--- config.mk ---
export PLATFORM = sky130hd
export DESIGN_NAME = ghp_ctrl
export DESIGN_NICKNAME = d
export VERILOG_FILES = /design/src/ghp_pkg.sv /design/src/ghp_ctrl.sv
export SDC_FILE = /design/constraint.sdc
export NUM_CORES = 1
export LEC_CHECK = 0
export CELL_PAD_IN_SITES_DETAIL_PLACEMENT = 1
export CELL_PAD_IN_SITES_GLOBAL_PLACEMENT = 1
export CORE_AREA = 2 2 39 41
export DETAILED_ROUTE_END_ITERATION = 12
export DIE_AREA = 0 0 41 43
export DONT_BUFFER_PORTS = 1
export GPL_TIMING_DRIVEN = 0
export PLACE_DENSITY = 0.58
export SLEW_MARGIN = 10
export SYNTH_ARGS = -nofsm -noshare
export SYNTH_HDL_FRONTEND = slang
export SYNTH_SLANG_ARGS = --single-unit
--- constraint.sdc ---
create_clock -name i_clk -period 1.6 [get_ports i_clk]
set_clock_uncertainty 0.15 [all_clocks]
set_input_delay 0.08 -clock i_clk [delete_from_list [all_inputs] [get_ports i_clk]]
set_output_delay 0.08 -clock i_clk [all_outputs]
set_load 0.05 [all_outputs]
--- src/ghp_pkg.sv ---
// ----------------------------------------------------------------------------
// ghp_pkg: shared codes and types for the generational handle pool
// Operation and status codes, controller command and datapath status bundles.
// ----------------------------------------------------------------------------
package ghp_pkg;

    // operation codes; code 3 is unused and answers as an invalid handle
    localparam logic [1:0] OP_ALLOC    = 2'd0;
    localparam logic [1:0] OP_RELEASE  = 2'd1;
    localparam logic [1:0] OP_VALIDATE = 2'd2;

    // result status codes
    localparam logic [1:0] ST_OK      = 2'd0;
    localparam logic [1:0] ST_INVALID = 2'd1;
    localparam logic [1:0] ST_FULL    = 2'd2;

    // field widths of the result and request
    localparam int unsigned HANDLE_W  = 16;
    localparam int unsigned OUT_IDX_W = 8;
    localparam int unsigned OUT_GEN_W = 16;

    // controller to datapath commands
    typedef struct packed {
        logic latch;         // capture the request
        logic pop;           // read free stack top, drop the count
        logic take_fresh;    // take the slot at the high-water mark
        logic take_pop;      // take the popped slot, read its table entry
        logic read_handle;   // read the table entry of the handle
        logic commit_alloc;  // write the new generation, emit the handle
        logic commit_check;  // finish release or validate, emit the answer
        logic emit_full;     // emit pool full
        logic emit_invalid;  // emit invalid for an unused operation
    } t_cmd;

    // datapath to controller status
    typedef struct packed {
        logic [1:0] op;
        logic       stack_nonempty;
        logic       hw_room;
    } t_dp_stat;

endpackage

--- src/ghp_ctrl.sv ---
// ----------------------------------------------------------------------------
// ghp_ctrl: operation sequencer for the generational handle pool
// Steps each request through read, decide and commit cycles.
// ----------------------------------------------------------------------------
module ghp_ctrl
    import ghp_pkg::*;
(
    input  logic     i_clk,
    input  logic     i_rst_n,
    input  logic     start,
    output logic     busy,
    input  t_dp_stat i_stat,
    output t_cmd     o_cmd
);

    typedef enum logic [2:0] {
        S_IDLE,
        S_ISSUE,
        S_POPW,
        S_ALLOC,
        S_CHECK
    } t_state;

    t_state r_state, n_state;
    logic   r_busy, n_busy;

    always_comb begin
        o_cmd   = '0;
        n_state = r_state;
        case (r_state)
            S_IDLE: begin
                if (start) begin
                    o_cmd.latch = 1'b1;
                    n_state     = S_ISSUE;
                end
            end
            S_ISSUE: begin
                if (i_stat.op == OP_ALLOC) begin
                    if (i_stat.stack_nonempty) begin
                        o_cmd.pop = 1'b1;
                        n_state   = S_POPW;
                    end else if (i_stat.hw_room) begin
                        o_cmd.take_fresh = 1'b1;
                        n_state          = S_ALLOC;
                    end else begin
                        o_cmd.emit_full = 1'b1;
                        n_state         = S_IDLE;
                    end
                end else if (i_stat.op == OP_RELEASE || i_stat.op == OP_VALIDATE) begin
                    o_cmd.read_handle = 1'b1;
                    n_state           = S_CHECK;
                end else begin
                    o_cmd.emit_invalid = 1'b1;
                    n_state            = S_IDLE;
                end
            end
            S_POPW: begin
                o_cmd.take_pop = 1'b1;
                n_state        = S_ALLOC;
            end
            S_ALLOC: begin
                o_cmd.commit_alloc = 1'b1;
                n_state            = S_IDLE;
            end
            S_CHECK: begin
                o_cmd.commit_check = 1'b1;
                n_state            = S_IDLE;
            end
            default: begin
                n_state = S_IDLE;
            end
        endcase
        n_busy = n_state != S_IDLE;
    end

    always_ff @(posedge i_clk) begin
        if (!i_rst_n) begin
            r_state <= S_IDLE;
            r_busy  <= 1'b0;
        end else begin
            r_state <= n_state;
            r_busy  <= n_busy;
        end
    end

    assign busy = r_busy;

endmodule

# Word-level counts from Yosys, hierarchy flattened
# Cells that the tools add are included.
[classes]
eq_ne = 6
reduce_logical = 4
mux = 25
[op_table]
columns = ["op", "n"]
rows = [
  ["1-bit 2-to-1 mux", 16],
  ["3-bit 2-to-1 mux", 4],
  ["3-bit one-hot mux with 3 select lines", 1],
  ["2-bit 2-to-1 mux", 4],
  ["3-bit by 2-bit == test with 1-bit output, second input constant", 2],
  ["3-bit by 1-bit == test with 1-bit output, second input constant", 1],
  ["3-bit == test, second input constant", 1],
  ["3-bit zero test", 1],
  ["3-bit nonzero test", 1],
  ["2-bit by 1-bit == test with 1-bit output, second input constant", 1],
  ["2-bit == test, second input constant", 1],
  ["2-bit zero test", 1],
  ["1-bit logical OR", 1],
]
[word_totals]
inputBits = 7
out_inout_bits = 10
word_cells = 37
reg_bits = 4

# Longest topological paths before layout
# Gate-level depths: netlist of run 1.
[logic_depth]
depth_word = 6
mapped_depth = 6
depth_no_buf = 6

# Worst setup path before layout of run 1
# No wires, ideal clock.
[synth_path]
kind = "reg2out"
from = "reg r_state[0]"
to = "out o_cmd[8] (netlist bit)"
stages_incl_launch_ff = 3
t_required_ps = 1370
n_path_buf = 1
path_slack_ps = -751
arrival_ps = 2121
cell_sequence = "dfxtp_1 buf_2 nor4b_1"
[synth_lines]
columns = ["element", "line_no", "text"]
rows = [
  ["start, declared", "ghp_ctrl.sv:24", "t_state r_state, n_state;"],
  ["start signal, assigned", "ghp_ctrl.sv:81", "r_state <= n_state;"],
  ["end, declared", "ghp_ctrl.sv:13", "output t_cmd o_cmd"],
]

==> impl_metrics.py, run 1 <==
metrics = {
    "outcome": {
        "outcome": "finished with violations",
        "violations": "hold timing, setup timing",
    },
    "yosys": {
        "synth_top_area_share_pct": 24.8,
        "synth_most_common_cell": "nor2_1",
        "synth_common_cells": "nor2_1, dfxtp_1, inv_1, nor3_1",
        "syn_area_per_cell_um2": 8.97,
        "synth_enable_flop_cells": 0,
        "synthFlopType": "dfxtp_1",
        "synth_seq_cells": 4,
        "synth_nets": 45,
        "syn_inst": 36,
        "synth.distinct_cells": 18,
        "syn-cell-area_um2": 323,
        "synth_top_area_cell": "dfxtp_1",
        "ys_seq_area_share_pct": 24.8,
        "ys_top_cells_by_area": "dfxtp_1, nand4bb_4, nor2_1",
        "synthArstFlopShare_pct": 0,
        "synth_warnings": 0,
    },
    "min_path": {
        "worstHoldStart": "i_stat[1]",
        "hold_path_class": "primary input to flip-flop",
    },
    "worst_setup_path": {
        "crit_type": "flip-flop to output port",
        "start_kind": "flip-flop",
        "crit_chain": "buf_6, nand4bb_4, nor3b_4",
        "cp.required_ns": 1.37,
        "reg2reg_from": "r_state[0]$_SDFF_PN0_",
        "end_kind": "output port",
        "cp_slowest_cell": "nor3b_4",
        "crit_fanout": 7,
        "arrival_ns": 1.43,
        "startpoint": "r_state[0]$_SDFF_PN0_",
        "cpPeakStageDelay_ns": 0.61,
    },
    "grt": {
        "grt_max_degree": 11,
        "grt_overflow_total": 0,
        "met2_usage_pct": 19.4,
        "use_met3_pct": 4.71,
        "grt.met1_usage_pct": 12.1,
        "grt_pass1_vias": 315,
        "track_usage_pct": 11.5,
        "top_usage_layer": "met2",
        "antenna_found_initial": 0,
        "grt_pass1_wl_um": 1320,
    },
    "timing": {
        "finalMaxSlewViolations": 0,
        "setup_viol": 5,
        "fin_crit_ns": 1.66,
        "finalCritPeriodShare_pct": 104,
        "slew_headroom_pct": 51.1,
        "tightestPinTransition_ns": 0.731,
        "hold_viol": 1,
        "rsz0062_at_grt": "yes",
        "setup_ws_ns": -0.0604,
        "whs_ns": -0.0152,
        "fmax_mhz": 602,
    },
    "layout": {
        "nets": 57,
        "nFillCells": 159,
        "syn2layout_area_growth_pct": 60.1,
        "drive_gt1_share_pct": 56.5,
        "fin_util_pct": 37.3,
        "antenna-diode-count": 0,
    },
    "floorplan": {
        "initial_core_util_pct": 23.3,
        "fp.coreArea_um2": 1380,
        "fp.dieH_um": 43,
        "ios": 17,
        "num_rows": 14,
        "fp.dieW_um": 41,
        "dieArea_um2": 1760,
    },
    "drt": {
        "drt_pass1_iterations": 1,
        "drt-vias-per-instance": 4.63,
        "drtIter0Drc": 0,
        "drt-total-wl_um": 787,
        "route.detailed.drc": 0,
        "antenna_left": 0,
        "vias": 287,
        "routedWlPerCell_um": 12.7,
    },
    "power_and_ir_drop": {
        "peakVddDrop_mv": 0.347,
        "p_leak_nw": 0.212,
        "powerDensity_nw_per_um2": 687,
        "total_power_mw": 0.355,
    },
    "clock_tree": {
        "numCtsBuffers": 3,
        "cts_tree": "built",
        "htree_levels": 1,
        "cts.sinks": 4,
        "clock_path_buffers": 2,
        "path_clk_slew_ns": 0.03,
        "cts_root_buf": "clkbuf_4",
        "clk_latency_ns": 0.23,
    },
    "placement": {
        "dpl.hpwl_um": 542,
        "place.gp.congestion": 0.736,
        "portBuffers": 0,
    },
    "flow_run": {
        "drv_cap": 0,
    },
}
==> through the flow <==
step	hold WS (ns)	setup TNS (ns)	setup slack [ns]	area, um2	std cells
floorplan	0.0650	-0.257	-0.140	349	36
global placement	0.0751	-0.605	-0.250	369	52
detailed placement	0.0753	-0.687	-0.266	369	52
CTS	0.00967	-0.453	-0.111	497	61
global route	0.00470	-0.644	-0.159	517	62
finish	-0.0152	-0.174	-0.0604	517	62
==> final timing paths <==
path | end | slack, ns | depth (start not counted)
setup reg to reg | busy$_SDFF_PN0_ | -0.03 | 5
hold reg to reg | r_state[0]$_SDFF_PN0_ | 0.50 | 3
hold / removal | r_state[0]$_SDFF_PN0_ | -0.02 | 3
setup / recovery | o_cmd[6] | -0.06 | 3
==> sequential cells by signal, indices dropped and copies added (netlist names) <==
signal	cells
r_state	3
busy	1
==> critical path, delay by kind of cell (launching register included) <==
kind	cells	cell delay (ns)
flops	1	0.31
buf+inv	1	0.13
simple gates	2	0.75
==> cells in the final DEF, fill, tap and decap left out <==
cell type	synthesis	layout
and2_1	1	1
and3b_2	1	1
and4bb_2	2	2
buf_12	0	1
buf_4	0	6
buf_6	1	2
clkbuf_4	0	3
dfxtp_1	4	3
dfxtp_2	0	1
dlygate4sd3_1	0	1
ha_1	2	2
inv_1	3	3
nand2_1	2	2
nand3b_1	1	1
nand4bb_4	1	1
nor2_1	7	6
nor2_4	0	1
nor3_1	3	1
nor3_4	0	2
nor3b_4	1	3
nor4_2	0	1
nor4b_4	0	1
o21bai_2	1	1
==> per-layer routing <==
layer  routed length (um)  up-vias
met2                  455        9
met5                    0        -
met4                    0        0
met3                   39        0
li1                     -      145
met1                  291      133
==> where the power goes <==
part	switching (mW)	internal [mW]
sequential	0.0143	0.107
clock	0.0379	0.0837
combinational	0.0641	0.0478
==> timing repair <==
item | CTS | global route
setup endpoints to repair | 10 | 6
endpoints found under the hold margin | 4 | 0
gates resized for setup | 12 | 1
pin swaps | 3 | 4
setup buffers | 5 | 2
hold buffers | 1 | 0
==> layout make-up <==
class	instances	area, um2	area share [%]
Inverter	3	11.3	2.18
Tap cell	16	20.0	3.87
Buffer	2	22.5	4.36
Multi-Input combinational cell	26	284	55.0
Clock buffer	3	22.5	4.36
Timing Repair Buffer	8	75.1	14.5
Sequential cell	4	81.3	15.7
==> logic make-up after synthesis <==
logic type	synth area share (%)
buffers and inverters	10.1
adders and majority gates	7.75
AOI/OAI and AO/OA	3.49
and+or+nand+nor	53.9
DFF	24.8
Power figures use the tool's default switching activity.
==> inputs of run 2 (changes only) <==
--- a/config.mk
+++ b/config.mk
@@ -17,3 +17,4 @@
 export SYNTH_ARGS = -nofsm -noshare
 export SYNTH_HDL_FRONTEND = slang
 export SYNTH_SLANG_ARGS = --single-unit
+export TNS_END_PERCENT = 30
==> impl_metrics.py, run 2 (synthesis results as in run 1) <==
metrics = {
    "timing": {
        "whs_ns": -0.0169,
        "tightestPinTransition_ns": 0.767,
        "fin_crit_ns": 1.66,
        "finalMaxSlewViolations": 0,
        "hold_viol": 1,
        "setup_ws_ns": -0.0615,
        "finalCritPeriodShare_pct": 104,
        "finalSetupTns_ns": -0.176,
        "rsz0062_at_grt": "yes",
        "fmax_mhz": 602,
        "slew_headroom_pct": 48.7,
        "setup_viol": 5,
    },
    "power_and_ir_drop": {
        "total_power_mw": 0.349,
        "peakVddDrop_mv": 0.315,
        "powerDensity_nw_per_um2": 710,
        "p_leak_nw": 0.203,
    },
    "layout": {
        "final_cells": 61,
        "syn2layout_area_growth_pct": 52.3,
        "layout_common_cells": "buf_4, nor2_1, inv_1, nor3b_4, clkbuf_4",
        "nets": 56,
        "antenna-diode-count": 0,
        "top_register": "r_state",
        "largest_reg_flops": 3,
        "fin_area_um2": 492,
        "drive_gt1_share_pct": 57.8,
    },
    "drt": {
        "vias": 293,
        "drt-total-wl_um": 843,
        "route.detailed.drc": 0,
        "antenna_left": 0,
        "drt-vias-per-instance": 4.80,
        "routedWlPerCell_um": 13.8,
        "drt_pass1_iterations": 1,
        "drtIter0Drc": 0,
    },
    "min_path": {
        "hold_path_class": "primary input to flip-flop",
        "min_path_cells": 3,
    },
    "worst_setup_path": {
        "worst-r2r-cell-count": 5,
        "cp.required_ns": 1.37,
        "crit_type": "flip-flop to output port",
        "arrival_ns": 1.43,
        "end_kind": "output port",
        "crit_fanout": 5,
        "start_kind": "flip-flop",
    },
    "floorplan": {
        "dieArea_um2": 1760,
        "num_rows": 14,
        "fp.coreArea_um2": 1380,
        "initial_core_util_pct": 23.3,
        "fp.dieW_um": 41,
        "ios": 17,
        "fp.dieH_um": 43,
    },
    "clock_tree": {
        "path_clk_slew_ns": 0.04,
        "cts_root_buf": "clkbuf_4",
        "cts_tree": "built",
        "htree_levels": 1,
        "cts.sinks": 4,
        "clock_path_buffers": 2,
        "clk_latency_ns": 0.23,
        "numCtsBuffers": 3,
    },
    "placement": {
        "place_area_um2": 369,
        "place.gp.congestion": 0.793,
        "dp.cells": 52,
        "dpl.hpwl_um": 523,
        "portBuffers": 0,
    },
    "grt": {
        "antenna_found_initial": 0,
        "grt_max_degree": 11,
        "grt_overflow_total": 0,
        "track_usage_pct": 9.25,
        "grt_pass1_wl_um": 1120,
        "grt_pass1_vias": 277,
    },
    "outcome": {
        "outcome": "finished with violations",
        "violations": "hold timing, setup timing",
    },
    "flow_run": {
        "drv_cap": 0,
    },
}
[run 2: cell types whose count changed in the layout (fill, tap and decap cells not counted)]
cell / previous run / this run
dfxtp_1: 3 / 2
buf_12: 1 / 0
dfxtp_2: 1 / 2
buf_2: 0 / 1
buf_6: 2 / 1
[run 2: timing repair]
action	in CTS	in global routing
endpoints found under the hold margin	4	0
resized for setup	9	4
hold buffers	1	0
pin swaps	3	4
gates cloned	0	1
setup endpoints to repair	10	7
buffers inserted	3	2
[run 2: routing by layer]
metal	vias to the layer above	wire, um	track usage [%]
met4	0	0	4.00
met2	12	443	13.1
met5	-	0	0
met3	0	59	4.19
met1	138	341	11.6
li1	143	-	-
[run 2: worst max-delay path: stages (launching register included)]
cell and delay (ns):
dfxtp_2 0.33, buf_4 0.16, nor4b_4 0.71
[run 2: worst paths after layout]
check                                      startpoint                    end  slack (ns)
worst max-delay path            r_state[2]$_SDFF_PN0_               o_cmd[8]       -0.06
worst min register to register  r_state[1]$_SDFF_PN0_  r_state[1]$_SDFF_PN0_        0.55
worst max register to register  r_state[0]$_SDFF_PN0_        busy$_SDFF_PN0_       -0.02
worst min-delay path                        i_stat[1]  r_state[0]$_SDFF_PN0_       -0.02
[run 2: metrics by stage]
stage | utilization [%] | setup WS, ns | hold WS [ns]
6_report | 35.5 | -0.0615 | -0.0169
5_1_grt | 35.5 | -0.124 | 0.00697
4_1_cts | 33.9 | -0.109 | 0.00643
3_5_place_dp | 26.7 | -0.261 | 0.0784
3_3_place_gp | 25.9 | -0.362 | 0.0746
2_1_floorplan | - | -0.294 | 0.0650
[run 2: power breakdown]
group / internal (mW) / switching (mW) / total (mW)
Clock: 0.0837 / 0.0381 / 0.122
Sequential: 0.108 / 0.0143 / 0.122
Combinational: 0.0405 / 0.0647 / 0.105
Total: 0.232 / 0.117 / 0.349
[run 2: layout make-up]
type | instances | area (um2)
clock buffers | 3 | 22.5
inverters | 3 | 11.3
plain buffers | 2 | 18.8
fillers | 166 | 892
repair buffers | 7 | 52.6
multi-input cells | 26 | 284
well taps | 16 | 20.0
flip-flops and latches | 4 | 82.6
==> inputs of run 3 (changes only) <==
--- a/config.mk
+++ b/config.mk
@@ -12,7 +12,8 @@
 export DIE_AREA = 0 0 41 43
 export DONT_BUFFER_PORTS = 1
 export GPL_TIMING_DRIVEN = 0
-export PLACE_DENSITY = 0.58
+export PLACE_DENSITY_LB_ADDON = 0.1
+export SETUP_SLACK_MARGIN = 0.1
 export SLEW_MARGIN = 10
 export SYNTH_ARGS = -nofsm -noshare
 export SYNTH_HDL_FRONTEND = slang
==> impl_metrics.py, run 3 (synthesis results as in run 1) <==
metrics = {
    "grt": {
        "grt_pass1_vias": 309,
        "grt_overflow_total": 0,
        "grt_max_degree": 11,
        "track_usage_pct": 12.1,
        "antenna_found_initial": 0,
        "grt_pass1_wl_um": 1350,
    },
    "min_path": {
        "worstHoldStart": "start",
        "hold_path_class": "primary input to flip-flop",
        "min_path_cells": 4,
    },
    "timing": {
        "setup_ws_ns": -0.0279,
        "fin_crit_ns": 1.63,
        "setup_viol": 3,
        "finalMaxSlewViolations": 0,
        "fmax_mhz": 614,
        "tightestPinTransition_ns": 0.720,
        "slew_headroom_pct": 51.8,
        "rsz0062_at_grt": "yes",
        "finalCritPeriodShare_pct": 102,
        "hold_viol": 0,
    },
    "layout": {
        "largest_reg_flops": 3,
        "drive_gt1_share_pct": 59.2,
        "fin_area_um2": 536,
        "multi_input_area_um2": 288,
        "final_common_cell": "buf_4",
        "nets": 60,
        "regArea_um2": 82.6,
        "syn2layout_area_growth_pct": 65.9,
        "layout_common_cells": "buf_4, nor2_1",
        "antenna-diode-count": 0,
        "top_register": "r_state",
        "nFillCells": 153,
    },
    "worst_setup_path": {
        "cp_slowest_cell": "nor3b_4",
        "crit_chain": "buf_6, nand4bb_4, nor3b_4",
        "worstSetupPathDepth": 3,
        "end_kind": "output port",
        "reg2reg_from": "r_state[0]$_SDFF_PN0_",
        "start_kind": "flip-flop",
        "crit_type": "flip-flop to output port",
        "worst-r2r-cell-count": 5,
        "cpPeakStageDelay_ns": 0.59,
        "crit_buf_inv": 1,
        "cpLargestDelayFamily": "simple AND/OR/NAND/NOR gates",
        "arrival_ns": 1.40,
        "cp.required_ns": 1.37,
        "crit_fanout": 3,
        "startpoint": "r_state[0]$_SDFF_PN0_",
    },
    "drt": {
        "routedWlPerCell_um": 13.8,
        "drtIter0Drc": 3,
        "antenna_left": 0,
        "route.detailed.drc": 0,
        "vias": 306,
        "drt-vias-per-instance": 4.71,
        "drt_pass1_iterations": 2,
        "drt-total-wl_um": 896,
    },
    "clock_tree": {
        "path_clk_slew_ns": 0.04,
        "clock_path_buffers": 2,
        "cts.sinks": 4,
        "numCtsBuffers": 3,
        "clk_latency_ns": 0.23,
        "cts_root_buf": "clkbuf_4",
        "htree_levels": 1,
        "cts_tree": "built",
    },
    "placement": {
        "place_area_um2": 382,
        "dpl.hpwl_um": 642,
        "place.gp.congestion": 0.632,
        "dp_slack_ns": -0.145,
        "portBuffers": 0,
    },
    "power_and_ir_drop": {
        "p_sw_share_pct": 32.9,
        "peakVddDrop_mv": 0.352,
        "comb_power_share_pct": 32.2,
        "p_int_mw": 0.241,
        "sequentialPowerShare_pct": 34.1,
        "powerDensity_nw_per_um2": 671,
        "power.switching_mw": 0.118,
        "clkPwrFrac_pct": 33.7,
        "p_leak_nw": 0.224,
    },
    "floorplan": {
        "num_rows": 14,
        "initial_core_util_pct": 23.3,
        "fp.coreArea_um2": 1380,
        "fp.dieH_um": 43,
        "fp.dieW_um": 41,
        "dieArea_um2": 1760,
        "ios": 17,
    },
    "flow_run": {
        "drv_cap": 0,
    },
    "outcome": {
        "violations": "setup timing",
        "outcome": "finished with violations",
    },
}
## run 3: changes by cell type in the layout (fill, tap and decap cells not counted)
cell           delta
and4bb_2          -1
dlygate4sd3_1     +1
buf_6             +2
and4bb_4          +1
buf_4             +1
## run 3: path summary, 6_finish.rpt
check,slack [ns],endpoint
hold reg to reg,0.51,r_state[1]$_SDFF_PN0_
hold / removal,0.04,r_state[0]$_SDFF_PN0_
setup / recovery,-0.03,o_cmd[6]
setup reg to reg,0.01,busy$_SDFF_PN0_
## run 3: worst register-to-register path, stage by stage, from the launching register on
cell       delay, ns
dfxtp_2         0.33
buf_6           0.11
nand4bb_4       0.14
nor3b_4         0.59
nor4_2          0.09
o21bai_2        0.12
## run 3: layer usage
| layer | share of wire [%] | GRT usage [%] |
|---|---|---|
| met1 | 38 | 11.9 |
| met2 | 57 | 20.3 |
| met3 | 4.4 | 1.57 |
| met4 | 0 | 10.0 |
| met5 | 0 | 0 |
## run 3: what timing repair did
action | 4_1_cts | 5_1_grt
hold buffers | 2 | 0
endpoints found under the hold margin | 4 | 0
cloned | 0 | 1
setup buffers | 5 | 3
pin swaps | 3 | 7
endpoints found under the setup margin | 10 | 12
gates resized for setup | 8 | 7
## run 3: layout make-up
type,count,area share [%]
inverters,3,2.10
well taps,16,3.74
flip-flops and latches,4,15.4
clock buffers,3,4.21
repair buffers,11,16.6
plain buffers,2,4.21
multi-input cells,26,53.7
## run 3: metrics by stage
stage	hold slack [ns]	util [%]	setup TNS (ns)	std cells	power (mW)
2_1_floorplan	0.0650	-	-0.318	36	0.195
3_3_place_gp	0.0784	27.2	-0.630	52	0.203
3_5_place_dp	0.0806	27.6	-0.419	52	0.206
4_1_cts	0.0314	36.2	-0.659	62	0.356
5_1_grt	0.0769	38.7	-0.382	65	0.382
6_report	0.0355	38.7	-0.0658	65	0.359
## run 3: power groups by stage
stage / Sequential, mW / Clock (mW) / Combinational (mW)
2_1_floorplan: 0.121 / 0 / 0.0743
3_3_place_gp: 0.121 / 0 / 0.0818
3_5_place_dp: 0.121 / 0 / 0.0843
4_1_cts: 0.120 / 0.130 / 0.106
5_1_grt: 0.123 / 0.135 / 0.124
6_report: 0.123 / 0.121 / 0.116
